File: config.mk
export PLATFORM = sky130hd
export DESIGN_NAME = encoder_channel_tuner_unit
export DESIGN_NICKNAME = d
export VERILOG_FILES = /design/src/hdl/ect_pkg.sv /design/src/hdl/ect_quad.sv /design/src/hdl/ect_debounce.sv /design/src/hdl/encoder_channel_tuner_unit.sv
export SDC_FILE = /design/constraint.sdc
export NUM_CORES = 1
export LEC_CHECK = 0
export BUFFER_PORTS_ARGS = -buffer_cell sky130_fd_sc_hd__clkbuf_2
export CAP_MARGIN = 20
export CELL_PAD_IN_SITES_DETAIL_PLACEMENT = 1
export CELL_PAD_IN_SITES_GLOBAL_PLACEMENT = 2
export CORE_MARGIN = 2
export CORE_UTILIZATION = 34
export CTS_CLUSTER_DIAMETER = 40
export CTS_CLUSTER_SIZE = 30
export DETAILED_ROUTE_END_ITERATION = 8
export PLACE_DENSITY_LB_ADDON = 0.1
export SYNTH_ARGS = -nofsm -noshare
export SYNTH_HDL_FRONTEND = slang
export SYNTH_SLANG_ARGS = --single-unit
File: constraint.sdc
create_clock -name clk -period 5.6 [get_ports clk]
set_clock_uncertainty 0.05 [all_clocks]
set_input_delay 0 -clock clk [delete_from_list [all_inputs] [get_ports clk]]
set_output_delay 0 -clock clk [all_outputs]
set_load 0.02 [all_outputs]
File: src/hdl/ect_pkg.sv
// Shared types and constants for the encoder channel tuner.
// Used by ect_quad, ect_debounce and encoder_channel_tuner_unit; depends on nothing.
package ect_pkg;

	typedef enum logic [2:0] {
		REG_HOME     = 3'd0,
		REG_STEP     = 3'd1,
		REG_THRESH   = 3'd2,
		REG_REVERSE  = 3'd3,
		REG_DEBOUNCE = 3'd4
	} reg_idx_t;

	localparam logic [7:0] HOME_RESET     = 8'd147;
	localparam logic [3:0] STEP_RESET     = 4'd1;
	localparam logic [2:0] THRESH_RESET   = 3'd4;
	localparam logic       REVERSE_RESET  = 1'b0;
	localparam logic [7:0] DEBOUNCE_RESET = 8'd35;

	localparam logic [1:0] PHASE_IDLE = 2'b11;
	localparam logic [7:0] QUIET_MAX  = 8'hFF;
	localparam logic [5:0] TUNE_LOW   = 6'b010000;

	localparam logic signed [1:0] QUAD_TABLE [0:15] = '{
		2'sd0, -2'sd1, 2'sd1, 2'sd0,
		2'sd1, 2'sd0, 2'sd0, -2'sd1,
		-2'sd1, 2'sd0, 2'sd0, 2'sd1,
		2'sd0, 2'sd1, -2'sd1, 2'sd0
	};

	typedef struct packed {
		logic hit;
		logic up;
	} detent_t;

endpackage

File: src/hdl/ect_quad.sv
// Quadrature decoder with detent accumulation for the encoder channel tuner.
// Depends on ect_pkg for the transition table and the detent_t struct.
module ect_quad (
	input  logic            clk,
	input  logic            arst_n,
	input  logic            en,
	input  logic            pin_a,
	input  logic            pin_b,
	input  logic [2:0]      detent_threshold,
	input  logic            reverse_direction,
	output ect_pkg::detent_t detent
);

	logic [1:0]        last_phase_q;
	logic signed [3:0] count_q;
	logic [1:0]        phase;
	logic              changed;
	logic signed [1:0] delta;
	logic signed [4:0] acc;
	logic signed [4:0] thr;

	always_comb begin
		phase   = {pin_a, pin_b};
		changed = (phase != last_phase_q);
		delta   = ect_pkg::QUAD_TABLE[{last_phase_q, phase}];
		acc     = 5'(count_q) + 5'(delta);
		thr     = (detent_threshold == 3'd0) ? 5'sd1 : $signed({2'b00, detent_threshold});
		detent.hit = changed && ((acc >= thr) || (acc <= -thr));
		detent.up  = (acc > 5'sd0) ^ reverse_direction;
	end

	always_ff @(posedge clk or negedge arst_n) begin
		if (!arst_n) begin
			last_phase_q <= ect_pkg::PHASE_IDLE;
			count_q      <= 4'sd0;
		end else if (en && changed) begin
			last_phase_q <= phase;
			count_q      <= detent.hit ? 4'sd0 : acc[3:0];
		end
	end

endmodule

File: src/hdl/ect_debounce.sv
// Push button debouncer with press detection for the encoder channel tuner.
// Depends on ect_pkg for the saturation constant.
module ect_debounce (
	input  logic       clk,
	input  logic       arst_n,
	input  logic       en,
	input  logic       button_level,
	input  logic [7:0] debounce_ticks,
	output logic       press
);

	logic       stable_q;
	logic       previous_q;
	logic [7:0] quiet_q;
	logic [7:0] quiet_next;
	logic       take;

	always_comb begin
		if (button_level != previous_q) begin
			quiet_next = 8'd0;
		end else if (quiet_q == ect_pkg::QUIET_MAX) begin
			quiet_next = quiet_q;
		end else begin
			quiet_next = quiet_q + 8'd1;
		end
		take  = (quiet_next >= debounce_ticks) && (button_level != stable_q);
		press = take && !button_level;
	end

	always_ff @(posedge clk or negedge arst_n) begin
		if (!arst_n) begin
			stable_q   <= 1'b1;
			previous_q <= 1'b1;
			quiet_q    <= ect_pkg::QUIET_MAX;
		end else if (en) begin
			previous_q <= button_level;
			quiet_q    <= quiet_next;
			if (take) begin
				stable_q <= button_level;
			end
		end
	end

endmodule

File: src/hdl/encoder_channel_tuner_unit.sv
// Top level of the encoder channel tuner: register port, input stage and result stage.
// Depends on ect_pkg, ect_quad and ect_debounce.
//
//   Port group   Direction  Handshake            Contents
//   cfg          in/out     APB psel/penable     five tuning registers
//   in           in         in_valid/in_stall    pin_a, pin_b, button_level
//   out          out        out_valid/out_stall  channel, retune, tune_word, detent_direction
//
// One transaction is accepted every cycle while in_stall is low; it lands in the input register.
// The input register feeds the decoder, debouncer and channel clamp, which load the
// result register in the same cycle. A stalled result holds the input register and
// raises in_stall only while both stages are full. Reset clears the valid flags and loads the
// tuning registers, the decoder state and the channel with their reset values at once.
module encoder_channel_tuner_unit #(
	parameter int TOP_CHANNEL = 210
) (
	input  logic              clk,
	input  logic              arst_n,
	input  logic              psel,
	input  logic              penable,
	input  logic              pwrite,
	input  logic [4:0]        paddr,
	input  logic [31:0]       pwdata,
	output logic [31:0]       prdata,
	output logic              pready,
	input  logic              in_valid,
	output logic              in_stall,
	input  logic              pin_a,
	input  logic              pin_b,
	input  logic              button_level,
	output logic              out_valid,
	input  logic              out_stall,
	output logic [7:0]        channel,
	output logic              retune,
	output logic [15:0]       tune_word,
	output logic signed [1:0] detent_direction
);

	localparam int         BAND_TOP_INT = (TOP_CHANNEL > 255) ? 255 : TOP_CHANNEL;
	localparam logic [7:0] BAND_TOP     = 8'(BAND_TOP_INT);
	localparam logic [7:0] CHANNEL_RESET =
		(ect_pkg::HOME_RESET > BAND_TOP) ? BAND_TOP : ect_pkg::HOME_RESET;

	logic [7:0] home_q;
	logic [3:0] step_q;
	logic [2:0] thresh_q;
	logic       reverse_q;
	logic [7:0] debounce_q;

	logic              valid_s1;
	logic              pin_a_s1;
	logic              pin_b_s1;
	logic              button_s1;
	logic              valid_s2;
	logic [7:0]        channel_s2;
	logic              retune_s2;
	logic signed [1:0] direction_s2;
	logic [7:0]        channel_q;

	logic              move;
	logic              en;
	logic              wr;
	ect_pkg::reg_idx_t idx;
	ect_pkg::detent_t  detent;
	logic              press;
	logic signed [9:0] sum;
	logic [7:0]        stepped;
	logic [7:0]        home_clamped;
	logic [7:0]        channel_next;
	logic signed [1:0] direction_next;

	assign pready = 1'b1;
	assign idx    = ect_pkg::reg_idx_t'(paddr[4:2]);
	assign wr     = psel && penable && pwrite;

	always_comb begin
		case (idx)
			ect_pkg::REG_HOME:     prdata = {24'd0, home_q};
			ect_pkg::REG_STEP:     prdata = {28'd0, step_q};
			ect_pkg::REG_THRESH:   prdata = {29'd0, thresh_q};
			ect_pkg::REG_REVERSE:  prdata = {31'd0, reverse_q};
			ect_pkg::REG_DEBOUNCE: prdata = {24'd0, debounce_q};
			default:               prdata = 32'd0;
		endcase
	end

	always_ff @(posedge clk or negedge arst_n) begin
		if (!arst_n) begin
			home_q     <= ect_pkg::HOME_RESET;
			step_q     <= ect_pkg::STEP_RESET;
			thresh_q   <= ect_pkg::THRESH_RESET;
			reverse_q  <= ect_pkg::REVERSE_RESET;
			debounce_q <= ect_pkg::DEBOUNCE_RESET;
		end else if (wr) begin
			case (idx)
				ect_pkg::REG_HOME:     home_q     <= pwdata[7:0];
				ect_pkg::REG_STEP:     step_q     <= pwdata[3:0];
				ect_pkg::REG_THRESH:   thresh_q   <= pwdata[2:0];
				ect_pkg::REG_REVERSE:  reverse_q  <= pwdata[0];
				ect_pkg::REG_DEBOUNCE: debounce_q <= pwdata[7:0];
				default: ;
			endcase
		end
	end

	assign move     = !valid_s2 || !out_stall;
	assign en       = valid_s1 && move;
	assign in_stall = valid_s1 && !move;

	ect_quad u_quad (
		.clk               (clk),
		.arst_n            (arst_n),
		.en                (en),
		.pin_a             (pin_a_s1),
		.pin_b             (pin_b_s1),
		.detent_threshold  (thresh_q),
		.reverse_direction (reverse_q),
		.detent            (detent)
	);

	ect_debounce u_debounce (
		.clk            (clk),
		.arst_n         (arst_n),
		.en             (en),
		.button_level   (button_s1),
		.debounce_ticks (debounce_q),
		.press          (press)
	);

	always_comb begin
		if (detent.up) begin
			sum = $signed({2'b00, channel_q}) + $signed({6'd0, step_q});
		end else begin
			sum = $signed({2'b00, channel_q}) - $signed({6'd0, step_q});
		end
		if (sum < 10'sd0) begin
			stepped = 8'd0;
		end else if (sum > $signed({2'b00, BAND_TOP})) begin
			stepped = BAND_TOP;
		end else begin
			stepped = sum[7:0];
		end
		home_clamped = (home_q > BAND_TOP) ? BAND_TOP : home_q;
		if (press) begin
			channel_next = home_clamped;
		end else if (detent.hit) begin
			channel_next = stepped;
		end else begin
			channel_next = channel_q;
		end
		if (!detent.hit) begin
			direction_next = 2'sd0;
		end else if (detent.up) begin
			direction_next = 2'sd1;
		end else begin
			direction_next = -2'sd1;
		end
	end

	always_ff @(posedge clk or negedge arst_n) begin
		if (!arst_n) begin
			valid_s1  <= 1'b0;
			valid_s2  <= 1'b0;
			channel_q <= CHANNEL_RESET;
		end else begin
			if (!in_stall) begin
				valid_s1 <= in_valid;
			end
			if (move) begin
				valid_s2 <= valid_s1;
			end
			if (en) begin
				channel_q <= channel_next;
			end
		end
	end

	always_ff @(posedge clk) begin
		if (!in_stall && in_valid) begin
			pin_a_s1  <= pin_a;
			pin_b_s1  <= pin_b;
			button_s1 <= button_level;
		end
		if (en) begin
			channel_s2   <= channel_next;
			retune_s2    <= detent.hit || press;
			direction_s2 <= direction_next;
		end
	end

	assign out_valid        = valid_s2;
	assign channel          = channel_s2;
	assign retune           = retune_s2;
	assign tune_word        = {2'b00, channel_s2, ect_pkg::TUNE_LOW};
	assign detent_direction = direction_s2;

endmodule

# [Yosys cells after proc, flatten, opt, wreduce, memory -nomap -nowiden]
# Memories as Yosys holds them, arrays and structs flattened.
# Index checks and enable logic that the tools add are counted.
[word_totals] reg_bits=64 mem_bits_ro=32 in_bits=47 output_inout_bits=62 elab_cells=82 mem_count=1
[mem_list] memory="(no name shown)" words=16 width=2 read_ports=1 rd_ports_with_merged_regs=0 write_ports=0 line="ect_quad.sv:25" text="delta = ect_pkg::QUAD_TABLE[{last_phase_q, phase}];"
[op_classes] n_addsub=5 n_lt_le_gt_ge=8 n_eq_ne=8 muxes=14 bitwise_logic=2 reduce_logical=25
[ops] operator="$mux 8" n=7
[ops] operator="$pmux 8 s5" n=1
[ops] operator="$reduce_and 2->1" n=6
[ops] operator="$gt 10x9->1 const B" n=1
[ops] operator="$lt 10x1->1 const B" n=1
[ops] operator="$mux 10" n=1
[ops] operator="$add 8x4->9" n=1
[ops] operator="$logic_and 1x1->1" n=9
[ops] operator="$sub 8x4->9" n=1
[ops] operator="$add 8x1->8 const B" n=1
[ops] operator="$eq 8x8->1 const B" n=1
[ops] operator="$ge 8x8->1" n=1
[ops] operator="$gt 8x8->1 const B" n=1
[ops] operator="$eq 3x2->1 const B" n=2
[ops] operator="$logic_not 3->1" n=2
[ops] operator="$mux 2" n=3
[ops] operator="$add 4x2->5" n=1
[ops] operator="$ge 5x5->1" n=1
[ops] operator="$ge 5x5->1 const B" n=1
[ops] operator="$gt 5x1->1 const B" n=1
[ops] operator="$le 5x5->1" n=1
[ops] operator="$logic_not 1->1" n=5
[ops] operator="$neg 5->5" n=1
[ops] operator="$not 4->5" n=1
[ops] operator="other kinds (8)" n=11

# [Depth between registers and ports, before layout]
# Gate-level depths: netlist of the first run.
[logic_depth] depth_word=13 ltp_mapped=17 ltp_nobuf=17

# [By module]
# From an unflattened synthesis of the first run, not the netlist that was laid out.
[unflattened] cells_unflattened=471 hier_area_um2=4635.7
[modules_own_cells] mod="encoder_channel_tuner_unit" instances=1 cells_each=295 area_per_inst_um2=3047.9 seq_area_each_um2=1287.5
[modules_own_cells] mod="ect_debounce" instances=1 cells_each=101 area_per_inst_um2=875.8 seq_area_each_um2=262.8
[modules_own_cells] mod="ect_quad" instances=1 cells_each=75 area_per_inst_um2=711.9 seq_area_each_um2=152.6

# [Worst setup path before layout of the first run]
# OpenSTA, ideal clock, no wires.
[synth_path] kind="register to register" startpoint="register pin_a_s1" endpoint="register channel_s2[0], in the netlist channel[0], data pin" setup_time_ps=271 arrival_time_ps=3959 required_ps=5279 path_slack_ps=1320 stages_incl_launch_ff=17 n_path_buf=1 synth_period_minus_slack_ps=4280 cell_sequence="edfxtp_1 > inv_1 > ha_1 > xnor2_1 > xnor2_1 > ha_1 > inv_1 > fa_1 > xnor2_2 > a211oi_1 > or4_4 > buf_6 > and4_4 > a211o_1 > a31o_1 > a2111oi_4 > o31ai_1"
[synth_via] elab_chain_len=13 word_cells_on_any_way=19 cone_classes="1 x add/sub; 5 x order compare; 1 x eq/ne; 7 x mux; 2 x bitwise; 2 x reduce/logical; 1 x memory"
[synth_lines] item="start, declared" line="encoder_channel_tuner_unit.sv:51" text="logic pin_a_s1;"
[synth_lines] item="start signal, assigned" line="encoder_channel_tuner_unit.sv:180" text="pin_a_s1 <= pin_a;"
[synth_lines] item="$not 4->5 (not written as such)" line="ect_quad.sv:25"
[synth_lines] item="$mem_v2 16x2"
[synth_lines] item="$mux 2 (not written as such) (2 in a row)" line="ect_quad.sv:25"
[synth_lines] item="$add 4x2->5" line="ect_quad.sv:26" text="acc = 5'(count_q) + 5'(delta);"
[synth_lines] item="$gt 5x1->1" line="ect_quad.sv:29" text="detent.up = (acc > 5'sd0) ^ reverse_direction;"
[synth_lines] item="$xor 1x1->1" line="ect_quad.sv:29"
[synth_lines] item="$mux 10" line="encoder_channel_tuner_unit.sv:131" text="if (detent.up) begin"
[synth_lines] item="$gt 10x9->1" line="encoder_channel_tuner_unit.sv:138" text="end else if (sum > $signed({2'b00, BAND_TOP})) begin"
[synth_lines] item="$mux 8" line="encoder_channel_tuner_unit.sv:138"
[synth_lines] item="$mux 8" line="encoder_channel_tuner_unit.sv:136" text="if (sum < 10'sd0) begin"
[synth_lines] item="$mux 8 (*)" line="encoder_channel_tuner_unit.sv:146" text="end else if (detent.hit) begin"
[synth_lines] item="$mux 8 (*)" line="encoder_channel_tuner_unit.sv:144" text="if (press) begin"
[synth_lines] item="net channel_next[0]" line="encoder_channel_tuner_unit.sv:69" text="logic [7:0] channel_next;"
[synth_lines] item="end signal, assigned" line="encoder_channel_tuner_unit.sv:185" text="channel_s2 <= channel_next;"
[synth_lines] item="end, declared" line="encoder_channel_tuner_unit.sv:55" text="logic [7:0] channel_s2;"
# Mark *: on every way through the listed nets, which the timed path passes. The rest lies on a longest branch. The select of a mux whose other input is x is not followed.
# A chain may end at the register's enable or synchronous reset.

# [Final worst setup path of the first run]
[layout_path] startpoint="register pin_a_s1" endpoint="register channel_s2[3], in the netlist channel[3], data pin"
# Same word-level chain as after synthesis.

==> run summary, run 1 <==
For the final hold slack, the log shows 0.0754 ns. The width of the die is 123 um. Among cell families on the critical path, the largest total delay comes from simple AND/OR/NAND/NOR gates. The number of diodes is 0, and the number of vias per cell is 5.18. The tools report the sort of element at the end of the critical path as a register.

The async set or reset register ratio after synthesis is 78.1%. Start point of the worst min-delay path: paddr[3]. The cell count along the critical path was 15; the via count of the first global-routing pass was 4023.

The run gives 0 as the number of hold violations in the final report. In this run, synthesis inferred 14 flip-flops with an integrated enable. Sequential elements use 35.1% of the synthesized area. The tools report the leakage dissipation as 2.49 nW. Before antenna repair, the detailed router went through 4 iterations.

Placeable core region: 13900 um^2. The final critical-path share of the clock period is 90.8%, and the final routed DRC violation total is 0. Clock-pin slew was measured on the worst setup and hold paths at 0.05 ns.

The run finished with clean final reports. The register-to-register setup slack is 0.52 ns. After synthesis, the netlist uses 68 different library cells. The total negative slack for setup checks came out at 0 ns.

STA classifies the critical path startpoint as a register. The cell with the biggest individual delay on the critical path is sky130_fd_sc_hd__mux4_2. The tree built by TritonCTS fans out to 64 sinks. Setup repair after global routing left no endpoint under its margin.

In this run the tightest slew margin relative to its limit is 35.8%. The final-report setup violation count was 0. Summed over all layers, the global routing overflow is 0. Excluding fillers, the count of instances in the completed layout stands at 754.

The clock tree synthesis step divided the H-tree into 3 levels. The area growth from synthesis to layout is 14.2%. The fill cell instance count of the final layout came out at 1645. For hold timing, the worst endpoint is reverse_q. The number of placed instances, taps included, is 723.

The final design utilization is 39.8%. Ranked by instance count, the synthesized netlist is headed by 41 x sky130_fd_sc_hd__buf_4, 41 x sky130_fd_sc_hd__nor2_1, 37 x sky130_fd_sc_hd__nand2_1, 36 x sky130_fd_sc_hd__inv_1, 35 x sky130_fd_sc_hd__ha_1. In this run the biggest area consumer among cell types represents 13.5% of the synthesized area. Max capacitance violation total: 0. STA puts the critical path data arrival time at 5.14 ns. The overall track demand over capacity in global routing is 18.1%. The first-pass GRT wire length was 21.1 mm. TritonCTS built the clock tree. For the maximum clock path buffer count, the log shows 2. The number of pins exceeding their max-slew limit in the final report is 0, and the slew of the pin with the lowest slew margin is 0.959 ns.

The remaining antenna violation count is 0. In the final design database the tool counted 654 nets. Clock tree synthesis selected as its root buffer the cell sky130_fd_sc_hd__clkbuf_16.

Summing internal, switching and leakage power gives 0.00316 W. The count of buffers added on input and output ports is 49. The count of boundary I/O pins is 109. Shortest clock period the worst path allows after layout: 5.08 ns. The wire-length estimate of the detail-placed layout is 9.77 mm. Measured along the y axis, the die boundary spans 123 um. Entering global routing, the biggest net connects 51 pins. The total die area came out at 15200 um^2. Data on the critical path is required at its endpoint by 5.66 ns.

The average instance area after synthesis is 9.44 um^2. At the end of routability-driven placement, the weighted congestion stood at 0.791. The number of clock buffers inserted by TritonCTS came out at 9. Synthesized netlist cell count: 514. In this run the critical register-to-register path is captured at channel[3].

The path type of the worst setup path is register to register. The maximum frequency from static timing analysis is 197 MHz. The initial DRC count came out at 212. The worst register-to-register path begins at pin_a_s1.

Counting instances, the worst hold path has a depth of 3. Among all flip-flop cells after synthesis, the most frequent one is sky130_fd_sc_hd__dfstp_2. Yosys printed 0 warnings. Cell accounting for the most synthesized area: sky130_fd_sc_hd__dfstp_2. Cells with a size suffix above 1 make up 22.6% of the layout. The number of antenna violations at the first check in global routing came out at 0. In this run the power density over the cells is 571 nW/um^2. The number of cells on the worst reg-to-reg path is 15. The final route contains 3906 vias. The flip-flop and latch count after synthesis is 64. The logs give 4850 um^2 for the post-synthesis instance area and 0.197 mV for the maximum ir drop on the vdd rail. Along the worst path, the maximum fanout reaches 7.

The initial utilization of the core area, before any placement, comes to 34.8%. The number of buffer and inverter instances along the worst setup path was 1. The later pin in the worst-skew pair is clocked with a latency of 0.33 ns.

Walking the worst path, the cells encountered are inv_1 -> ha_1 -> mux4_2 -> ha_1 -> and3_1 -> or3_1 -> and2_1 -> ha_1 -> a211oi_1 -> a211oi_1 -> o22ai_1 -> nand2_1 -> nand3b_1 -> or2_2 -> o31ai_1. The floorplan has 43 rows. The most numerous cell type found on the critical path is sky130_fd_sc_hd__ha_1. The average detailed-routed wire length per instance is 16.8 um, and the biggest cell delay along the critical path is 0.53 ns. The path type of the worst min-delay path is input port to register. Yosys attributes the largest share of cell area to sky130_fd_sc_hd__dfstp_2 14%, sky130_fd_sc_hd__dfrtp_1 13%, sky130_fd_sc_hd__ha_1 9.0%.

The routed design has 12.7 mm of wire.
-- where the power goes --
group	internal [W]	total, W	switching [W]	leakage, nW
Sequential	0.000684	0.000834	0.000149	0.709
Combinational	0.000717	0.00178	0.00106	1.65
Clock	0.000345	0.000550	0.000205	0.134
-- state kept, by name, indices dropped and copies added (netlist names) --
register / count
button_s1: 1
channel: 8
channel_q: 8
debounce_q: 8
detent_direction: 2
home_q: 8
out_valid: 1
pin_a_s1: 1
pin_b_s1: 1
retune: 1
reverse_q: 1
step_q: 4
thresh_q: 3
u_debounce.previous_q: 1
u_debounce.quiet_q: 8
u_debounce.stable_q: 1
u_quad.count_q: 4
u_quad.last_phase_q: 2
valid_s1: 1
-- worst reg2reg max path, stage by stage, from the launching register on --
cell	delay (ns)
sky130_fd_sc_hd__edfxtp_1	0.42
sky130_fd_sc_hd__inv_1	0.11
sky130_fd_sc_hd__ha_1	0.20
sky130_fd_sc_hd__mux4_2	0.53
sky130_fd_sc_hd__ha_1	0.37
sky130_fd_sc_hd__and3_1	0.23
sky130_fd_sc_hd__or3_1	0.36
sky130_fd_sc_hd__and2_1	0.20
sky130_fd_sc_hd__ha_1	0.33
sky130_fd_sc_hd__a211oi_1	0.24
sky130_fd_sc_hd__a211oi_1	0.10
sky130_fd_sc_hd__o22ai_1	0.34
sky130_fd_sc_hd__nand2_1	0.22
sky130_fd_sc_hd__nand3b_1	0.36
sky130_fd_sc_hd__or2_2	0.42
sky130_fd_sc_hd__o31ai_1	0.38
-- cells in the final DEF (no fill, tap or decap), types with 4 or more instances in the layout --
master / instances
sky130_fd_sc_hd__nand2b_1: 12
sky130_fd_sc_hd__a22o_1: 4
sky130_fd_sc_hd__nand2_1: 37
sky130_fd_sc_hd__edfxtp_1: 14
sky130_fd_sc_hd__dfstp_2: 25
sky130_fd_sc_hd__buf_4: 6
sky130_fd_sc_hd__and3_1: 5
sky130_fd_sc_hd__mux2i_1: 12
sky130_fd_sc_hd__a22oi_1: 10
sky130_fd_sc_hd__o21ai_0: 25
sky130_fd_sc_hd__ha_1: 35
sky130_fd_sc_hd__dfrtp_1: 25
sky130_fd_sc_hd__clkbuf_16: 9
sky130_fd_sc_hd__a211oi_1: 5
sky130_fd_sc_hd__a32oi_1: 5
sky130_fd_sc_hd__a211o_1: 4
sky130_fd_sc_hd__xnor2_1: 9
sky130_fd_sc_hd__nor2b_1: 6
sky130_fd_sc_hd__o211ai_1: 4
sky130_fd_sc_hd__nor2_1: 41
sky130_fd_sc_hd__nor3_1: 7
sky130_fd_sc_hd__dlygate4sd3_1: 15
sky130_fd_sc_hd__inv_1: 36
sky130_fd_sc_hd__nand4_1: 4
sky130_fd_sc_hd__o31ai_1: 10
sky130_fd_sc_hd__xor2_1: 6
sky130_fd_sc_hd__mux2_2: 25
sky130_fd_sc_hd__conb_1: 34
sky130_fd_sc_hd__clkbuf_1: 4
sky130_fd_sc_hd__or3_1: 6
sky130_fd_sc_hd__nand3b_1: 4
sky130_fd_sc_hd__clkbuf_2: 49
sky130_fd_sc_hd__a21oi_1: 12
sky130_fd_sc_hd__nand3_1: 12
-- worst max path at each step --
stage	startpoint	to	slack (ns)
finish	pin_a_s1	channel[3]	0.52
global route	pin_a_s1	channel[3]	0.15
global placement	pin_a_s1	channel[0]	0.55
detailed placement	pin_a_s1	channel[3]	0.41
floorplan	pin_a_s1	channel[0]	1.32
CTS	pin_a_s1	channel[3]	0.39
-- what timing repair did --
action                                 in CTS  in global routing
endpoints found under the hold margin      54                  0
hold buffers                               15                  0
gates resized for setup                     0                  0
setup buffers                               0                  0
-- metrics by stage --
| stage | setup WS (ns) | instance area, um^2 |
|---|---|---|
| floorplan | 1.32 | 4970 |
| global placement | 0.552 | 5110 |
| detailed placement | 0.415 | 5110 |
| CTS | 0.388 | 5540 |
| global route | 0.153 | 5540 |
| finish | 0.518 | 5540 |
-- kinds of logic after synthesis --
| logic type | share of synthesized area (%) |
|---|---|
| simple gates | 16.0 |
| compound gates | 16.2 |
| buf+inv | 10.6 |
| flops | 35.1 |
| fa+ha+maj | 10.3 |
| mux | 8.74 |
| xor+xnor | 3.04 |
| other cells | 0.155 |
-- area by class of cell --
| class | count | area [um^2] | area share (%) |
|---|---|---|---|
| clock buffers | 13 | 240 | 4.33 |
| inverters | 36 | 135 | 2.44 |
| repair buffers | 70 | 440 | 7.95 |
| flip-flops and latches | 64 | 1700 | 30.7 |
| multi-input cells | 388 | 2760 | 49.7 |
| clock inverters | 3 | 42.5 | 0.767 |
| well taps | 180 | 225 | 4.06 |
-- metal layers --
metal | vias up | share of wire, % | global-route usage, %
met3 | 7 | 2.6 | 2.40
met4 | 0 | 1.2 | 5.97
met1 | 1946 | 46 | 23.4
met2 | 75 | 50 | 31.3
met5 | - | 0 | 0
li1 | 1878 | - | -
Note: power is estimated with default switching activity, not from simulation.
==> run 2: changes to the inputs <==
--- a/config.mk
+++ b/config.mk
@@ -5,12 +5,13 @@
 export SDC_FILE = /design/constraint.sdc
 export NUM_CORES = 1
 export LEC_CHECK = 0
+export ABC_AREA = 1
 export BUFFER_PORTS_ARGS = -buffer_cell sky130_fd_sc_hd__clkbuf_2
 export CAP_MARGIN = 20
 export CELL_PAD_IN_SITES_DETAIL_PLACEMENT = 1
 export CELL_PAD_IN_SITES_GLOBAL_PLACEMENT = 2
 export CORE_MARGIN = 2
-export CORE_UTILIZATION = 34
+export CORE_UTILIZATION = 31
 export CTS_CLUSTER_DIAMETER = 40
 export CTS_CLUSTER_SIZE = 30
 export DETAILED_ROUTE_END_ITERATION = 8
==> run 2 against run 1 <==
  * Total power decreased by 1.4%
  * Final area down 1.8%
  * Largest cell class unchanged
  * Critical endpoint is now channel_q[0]
  * Clock-buffer cell count grew 1
  * Wire length decreased by 0.73%
  * Critical path depth increased by 7
  * Cell count grew 13%
  * Register-to-register slack improved by 0.77 ns
  * Die area is 6.4% higher
==> run summary, run 2 <==
The number of vias per cell is 4.56. The number of clock buffers inserted by TritonCTS was 9. For the data required time at the worst endpoint, the log shows 5.82 ns. The count of input and output buffers is 49. Dividing the detail-routed wire length by the instance count gives 14.8 um. Hold is met by 0.0481 ns.

A synthesized cell averages 7.89 um^2. Adding up every negative setup slack in the final design gives 0 ns. The logs give 46 for the distinct cell type count after synthesis and 2.30% for the met3 usage in global routing.

The path type of the worst min-delay path is input port to register. After clock tree synthesis, the clock-pin slew on the worst setup and hold paths is 0.06 ns. After the first detailed-routing iteration, the DRC count stood at 131.

The initialized floorplan defines 45 standard-cell rows. The final critical-path share of the clock period was 77.1%; the maximum ir drop on the vdd rail was 0.169 mV. The worst hold path passes through 3 cells. In the synthesized netlist the dominant register cell turns out to be sky130_fd_sc_hd__dfstp_2.

For the maximum clock path buffer count, the log shows 2. The area fraction in compound gates after synthesis was 13.4%; the power density over the cells was 573 nW/um^2. In this run the static leakage power is 2.70 nW.

The width of the die is 127 um, and the placed standard-cell area is 4990 um^2. The met1 capacity usage during global routing is 20.7%, and the routed via count is 3872. Measured on the finished design, the core utilization comes to 36.2%.

STA classifies the critical path endpoint as a register. The number of pins exceeding their max-slew limit in the final report came out at 0. The first-pass GRT wire length was 20.9 mm. Leaving out fill and tap cells, the most frequent cells in the layout are 138 x sky130_fd_sc_hd__nand2_1, 92 x sky130_fd_sc_hd__inv_1, 49 x sky130_fd_sc_hd__o21ai_0, 49 x sky130_fd_sc_hd__clkbuf_2, 35 x sky130_fd_sc_hd__ha_1. Path type of the worst setup path: register to register. The half-perimeter wire length of the detailed placement result is 9.72 mm. The logs give 598 for the synthesized netlist cell count and 31.4% for the starting density of the core.

Total die area: 16200 um^2. The simple-gate portion of the synthesized area is 22.3%. Sorting the synthesized cells by how often they occur yields 138 x sky130_fd_sc_hd__nand2_1, 92 x sky130_fd_sc_hd__inv_1, 49 x sky130_fd_sc_hd__o21ai_0, 42 x sky130_fd_sc_hd__buf_4, 35 x sky130_fd_sc_hd__ha_1. In this run the most used layer during global routing was met2. Main combinational cell family by area after synthesis: simple AND/OR/NAND/NOR gates.

The cell with the most instances after synthesis is sky130_fd_sc_hd__nand2_1. Setup repair after global routing left no endpoint under its margin. After synthesis the netlist holds a flip-flop and latch count of 64.

The via count of the first global-routing pass was 4048. The post-route netlist has 20.6% of its cells at a drive strength greater than 1. The worst-case headroom to the max-slew limit came out at 52.5%.

In the global route stage, overall resource usage came out at 16.6%. Summing every instance area after synthesis gives 4720 um^2. For this run, the number of Yosys warnings is 0. Number of hold violations in the final report: 0. The quantity of gates resized following cts is 0, and the critical-path maximum fanout is 6. The tools report the startpoint kind of the worst setup timing path as a register. Summed over its instances, the top area cell type makes up 13.9% of the synthesized netlist area. TritonCTS built the clock tree.

The number of antenna diodes in the final layout is 0. Measured along the y axis, the die boundary spans 127 um. The first detailed-routing pass ran for 4 iterations. The logs give 0 for the final routed DRC violation total and 0 for the max capacitance violation total. Routability-driven placement finished with a final weighted congestion of 0.771. For the pin with the worst max-slew slack, the measured transition is 0.712 ns. STA puts the critical path data arrival time at 4.53 ns. The pin count of the biggest net entering global routing is 51, and the number of nets in the layout is 741. In this run the number of H-tree levels came out at 3. The library cell used most frequently in the layout, excluding fill and tap cells, is sky130_fd_sc_hd__nand2_1.

The area growth from synthesis to layout works out to 15.3%. The shortest clock period the worst path allows after layout came out at 4.32 ns. Setup violations remaining at the end of the flow were counted as 0.

The adder and majority cell fraction of the synthesized area was 10.5%. Global routing used 28.8% of the available met2 tracks. Summing the sequential cell areas from Yosys gives 36.1% of the chip area. Of all flip-flops after synthesis, the portion carrying an async set or reset was 78.1%.

The share of cell area taken by muxes after synthesis is 0%. The run gives 0 as the number of setup buffers added after CTS. The core region is 15000 um^2.

The run finished with clean final reports. The number of antenna violations at the first check in global routing was 0; the post-route non-filler standard cell count was 849. For the worst-skew pair, the clock arrives at the later sink with an insertion delay of 0.34 ns. By area the synthesized netlist is led by sky130_fd_sc_hd__dfstp_2 14%, sky130_fd_sc_hd__dfrtp_1 13%, sky130_fd_sc_hd__nand2_1 11%. The run gives 64 as the clock sink total. Remaining antenna violation count: 0. Summed over all layers, the routed wires come to 12.6 mm. After global routing the overflow that remains totals 0. The tools report the root buffer cell as sky130_fd_sc_hd__clkbuf_16. The total placed cells including tap cells came out at 818. The synthesized design contains 14 enable-type register cells. The worst register-to-register path has a depth of 22. Summing the areas of all xor and xnor instances in the mapped netlist gives 2.23% of the synthesized area.

The area of all placed cells without fillers is 5440 um^2, and the maximum frequency from static timing analysis is 232 MHz. The tools report the count of boundary I/O pins as 109. sky130_fd_sc_hd__dfstp_2 takes more of the synthesized area than any other cell.
[run 2: worst paths after layout]
path                       startpoint                 to  slack, ns
min in group asynchronous      arst_n      debounce_q[4]       0.28
setup / recovery             pin_a_s1       channel_q[0]       1.28
hold / removal               paddr[4]          reverse_q       0.05
max in group asynchronous      arst_n  u_quad.count_q[3]       4.75
hold reg to reg              valid_s1          out_valid       0.44
setup reg to reg             pin_a_s1       channel_q[0]       1.28
[run 2: stage by stage]
step	worst slack, ns	total power, W
4_1_cts	1.17	0.00319
3_3_place_gp	1.32	0.00253
5_1_grt	0.826	0.00344
6_report	1.28	0.00312
2_1_floorplan	2.04	0.00216
3_5_place_dp	1.18	0.00257
[run 2: final cells by class]
type	count	area [um^2]
clock buffers	14	295
clock inverters	2	10.0
fillers	1827	9590
inverters	97	364
multi-input cells	417	2420
flip-flops and latches	64	1700
well taps	188	235
repair buffers	67	418
[run 2: where the power goes]
| group | total (W) | switching, W | internal [W] | leakage (nW) |
|---|---|---|---|---|
| sequential | 0.000796 | 0.000113 | 0.000683 | 0.718 |
| combinational | 0.00175 | 0.00115 | 0.000601 | 1.83 |
| clock | 0.000579 | 0.000217 | 0.000362 | 0.154 |
| total | 0.00312 | 0.00147 | 0.00165 | 2.70 |
[run 2: cells by family (layout without fill, tap and decap cells)]
kind of cell / Yosys count / in the layout
DFF: 64 / 64
adders and majority gates: 38 / 38
and+or+nand+nor: 227 / 227
other: 2 / 34
buffers and inverters: 149 / 180
AOI/OAI and AO/OA: 106 / 106
xor gates and xnor gates: 12 / 12
[run 2: worst max-delay path, stage by stage, from the launching register on]
cell and delay, ns:
sky130_fd_sc_hd__edfxtp_1 0.43, sky130_fd_sc_hd__inv_1 0.11, sky130_fd_sc_hd__ha_1 0.20, sky130_fd_sc_hd__or2_2 0.28, sky130_fd_sc_hd__a32oi_1 0.38, sky130_fd_sc_hd__inv_1 0.19, sky130_fd_sc_hd__ha_1 0.35, sky130_fd_sc_hd__nand3_1 0.12
sky130_fd_sc_hd__nand3_1 0.08, sky130_fd_sc_hd__nand2_1 0.13, sky130_fd_sc_hd__nand2_1 0.13, sky130_fd_sc_hd__ha_1 0.35, sky130_fd_sc_hd__nand2_1 0.08, sky130_fd_sc_hd__o211ai_1 0.10, sky130_fd_sc_hd__nand3_1 0.07, sky130_fd_sc_hd__o21ai_0 0.13
sky130_fd_sc_hd__a21oi_2 0.25, sky130_fd_sc_hd__nand3_1 0.09, sky130_fd_sc_hd__inv_1 0.20, sky130_fd_sc_hd__nand3_2 0.17, sky130_fd_sc_hd__o21bai_2 0.21, sky130_fd_sc_hd__nand2_1 0.07, sky130_fd_sc_hd__o21ai_1 0.09
[run 2: routing by layer]
| metal | routed length (um) | part of all wire [%] |
|---|---|---|
| met1 | 5840 | 46 |
| met2 | 6310 | 50 |
| met3 | 218 | 1.7 |
| met4 | 231 | 1.8 |
| met5 | 0 | 0 |
[run 2: repair_timing]
action	4_1_cts	5_1_grt
hold buffers	15	0
setup endpoints to repair	0	0
hold endpoints to repair	54	0
==> run 3: changes to the inputs <==
--- a/config.mk
+++ b/config.mk
@@ -11,7 +11,7 @@
 export CELL_PAD_IN_SITES_DETAIL_PLACEMENT = 1
 export CELL_PAD_IN_SITES_GLOBAL_PLACEMENT = 2
 export CORE_MARGIN = 2
-export CORE_UTILIZATION = 31
+export CORE_UTILIZATION = 28
 export CTS_CLUSTER_DIAMETER = 40
 export CTS_CLUSTER_SIZE = 30
 export DETAILED_ROUTE_END_ITERATION = 8
==> constraint.sdc (replaced) <==
create_clock -name clk -period 3.77 [get_ports clk]
set_clock_uncertainty 0.05 [all_clocks]
set_input_delay 0 -clock clk [delete_from_list [all_inputs] [get_ports clk]]
set_output_delay 0 -clock clk [all_outputs]
set_load 0.02 [all_outputs]
==> run 3 against run 2 <==
  * Sequential power rose by 49%
  * Combinational power rose by 120%
  * Final area rose by 12%
  * Via count rose by 8.4%
  * Non-clock buffer count rose by 45
  * Sequential share of layout area fell by 3.4 points
==> run summary, run 3 (synthesized netlist as in run 2, its figures left out) <==
The root buffer cell is sky130_fd_sc_hd__clkbuf_16. Half-perimeter wire length of the detailed placement result: 10.8 mm. The number of buffer and inverter instances along the worst setup path is 5. STA classifies the critical path startpoint as a register.

Path type of the worst setup path: register to register. Number of vias per cell: 4.53. For the remaining antenna violation count, the log shows 0. Setup violations remaining at the end of the flow were counted as 0. The routed design has 14.4 mm of wire.

The overall track demand over capacity in global routing is 16.1%. TritonCTS built the clock tree. The number of hold violations in the final report is 0, and the register area is 1700 um^2. The count of boundary I/O pins was 109; the standard-cell row count was 47.

The fill cell instance count of the final layout was 1990; the arrival time of the worst setup path was 3.73 ns. The sort of element at the end of the critical path was a register. The run gives 0.805 as the routability congestion estimate from global placement. For the number of antenna violations at the first check in global routing, the log shows 0. The maximum ir drop on the vdd rail is 0.291 mV. The family with the most delay on the worst path is adder cells. Once the floorplan was initialized, standard cells occupied 28.6% of the core.

The tools report the total placed cells including tap cells as 884. The number of clock buffers inserted by TritonCTS was 9. The average detailed-routed wire length per instance works out to 15.5 um. In the final design database the tool counted 786 nets. The clock period could shrink to 3.70 ns. The maximum clock path buffer count is 2, and the remaining global-route overflow is 0. Entering global routing, the biggest net connects 27 pins. The H-tree was split into 3 levels. In the layout the commonest cells are 125 x sky130_fd_sc_hd__nand2_1, 83 x sky130_fd_sc_hd__inv_1, 49 x sky130_fd_sc_hd__clkbuf_2. The floorplan step set the die width to 134 um. In this run, the number of DRC markers left after iteration 0 of detailed routing was 164. The library cell used most frequently in the layout, excluding fill and tap cells, is sky130_fd_sc_hd__nand2_1.

The cell with the most instances on the worst path is sky130_fd_sc_hd__inv_2. After layout, the worst path uses 98.0% of the clock period. The vertical die dimension was 134 um; the total die area was 17900 um^2. The largest single stage delay on the critical path is 0.59 ns. The path type of the worst min-delay path is input port to register.

The via count of the first global-routing pass is 4315, and the number of pins exceeding their max-slew limit in the final report is 0. The worst-case headroom to the max-slew limit is 47.9%. Derived from the worst setup path, the maximum achievable clock frequency is 271 MHz.

In the final layout, the multi-input gates occupy 2720 um^2. The logs give 0.00581 W for the total power and 0.34 ns for the clock network latency to the later pin of the worst-skew pair. The logs give 0 ns for the total negative slack for setup checks and 64 for the clock sink total.

Traced cell by cell, the critical path runs through inv_2 -> ha_4 -> xnor2_2 -> xor2_1 -> inv_1 -> ha_2 -> inv_2 -> fa_2 -> inv_4 -> ha_4 -> a21oi_2 -> o211ai_1 -> nand3_1 -> o21ai_2 -> a21oi_2 -> inv_2 -> nand2_4 -> o22ai_2 -> o21bai_4. The routed layout has 4196 vias. The power density over the cells was 950 nW/um^2.

After floorplanning, the core was sized to cover 16500 um^2. Final routed DRC violation total: 0. Max-cap violations in this run came to 0. Fraction of layout instances using a drive strength above 1: 31.9%.

The flow ran to the end, and the final reports show no timing, DRC or antenna violations. The finished layout holds 926 standard cells, fillers aside. Setup repair after global routing could not meet its margin everywhere. The area growth from synthesis to layout is 29.6%, and the leakage dissipation is 2.94 nW. The first-pass iteration count of the detailed router is 4. The repair_antennas step left the layout with diodes totalling 0. In this run the worst path has a maximum fanout of 7.

Clock-pin slew was measured on the worst setup and hold paths at 0.05 ns. The cell with the biggest individual delay on the critical path is sky130_fd_sc_hd__fa_2. At the pin with the least slew margin, the transition time is 0.781 ns.

Port buffering added 49 buffers. For the worst setup path, the data required time is 3.80 ns. The first global-routing pass estimated 22.4 mm of wire.
[run 3: cell count changes in the layout (fill, tap and decap cells not counted), moves of 5 or more]
cell,delta
sky130_fd_sc_hd__ha_4,+6
sky130_fd_sc_hd__nand2_4,+8
sky130_fd_sc_hd__ha_2,+5
sky130_fd_sc_hd__inv_1,-9
sky130_fd_sc_hd__buf_4,+40
sky130_fd_sc_hd__buf_6,+5
sky130_fd_sc_hd__inv_2,+8
sky130_fd_sc_hd__nand2_1,-13
sky130_fd_sc_hd__ha_1,-11
[run 3: per-stage QoR]
stage / cell area [um^2] / hold WS [ns] / util (%) / worst slack (ns)
after floorplan: 4840 / -0.346 / - / 0.206
after global placement: 5300 / 0.0606 / 32.1 / 0.00344
after detailed placement: 5300 / 0.0638 / 32.1 / -0.0988
after CTS: 5750 / 0.0291 / 34.8 / 0.0214
after global routing: 6120 / 0.0903 / 37.0 / -0.157
final: 6120 / 0.0411 / 37.0 / 0.0741
[run 3: power by group]
group | total (W) | internal, W | switching [W] | leakage, nW
registers | 0.00119 | 0.00102 | 0.000177 | 0.718
logic | 0.00383 | 0.00164 | 0.00219 | 2.09
clock network | 0.000791 | 0.000481 | 0.000310 | 0.134
total | 0.00581 | 0.00314 | 0.00267 | 2.94
[run 3: path summary, 6_finish.rpt]
check / startpoint / to / slack (ns) / depth (start not counted)
setup / recovery: pin_b_s1 / channel[3] / 0.07 / 19
hold / removal: paddr[4] / reverse_q / 0.04 / 3
setup reg to reg: pin_b_s1 / channel[3] / 0.07 / 19
hold reg to reg: valid_s1 / out_valid / 0.43 / 2
max in group asynchronous: arst_n / u_quad.last_phase_q[0] / 2.52 / 3
min in group asynchronous: arst_n / debounce_q[6] / 0.23 / 2
[run 3: area by class of cell]
type / count / area share (%)
Clock buffer: 15 / 4.38
Clock inverter: 1 / 0.0818
Inverter: 97 / 5.99
Multi-Input combinational cell: 417 / 44.4
Sequential cell: 64 / 27.8
Tap cell: 220 / 4.50
Timing Repair Buffer: 112 / 12.8
[run 3: what timing repair did]
| item | 4_1_cts | 5_1_grt |
|---|---|---|
| hold buffers | 14 | 0 |
| endpoints found under the setup margin | 15 | 17 |
| gates cloned | 0 | 0 |
| pin swaps | 1 | 35 |
| resized for setup | 9 | 66 |
| endpoints found under the hold margin | 36 | 0 |
| setup buffers | 3 | 9 |
[run 3: per-layer routing]
layer  up-vias  routed length (um)  track usage (%)
li1       2069                   -                -
met4         0                 335             6.44
met2        54                7340             28.1
met5         -                   0                0
met3        25                 300             2.00
met1      2048                6390             20.1
[run 3: worst min-delay path: stages]
cell	delay (ns)
sky130_fd_sc_hd__clkbuf_2	0.12
sky130_fd_sc_hd__nor3_1	0.09
sky130_fd_sc_hd__a31oi_1	0.17
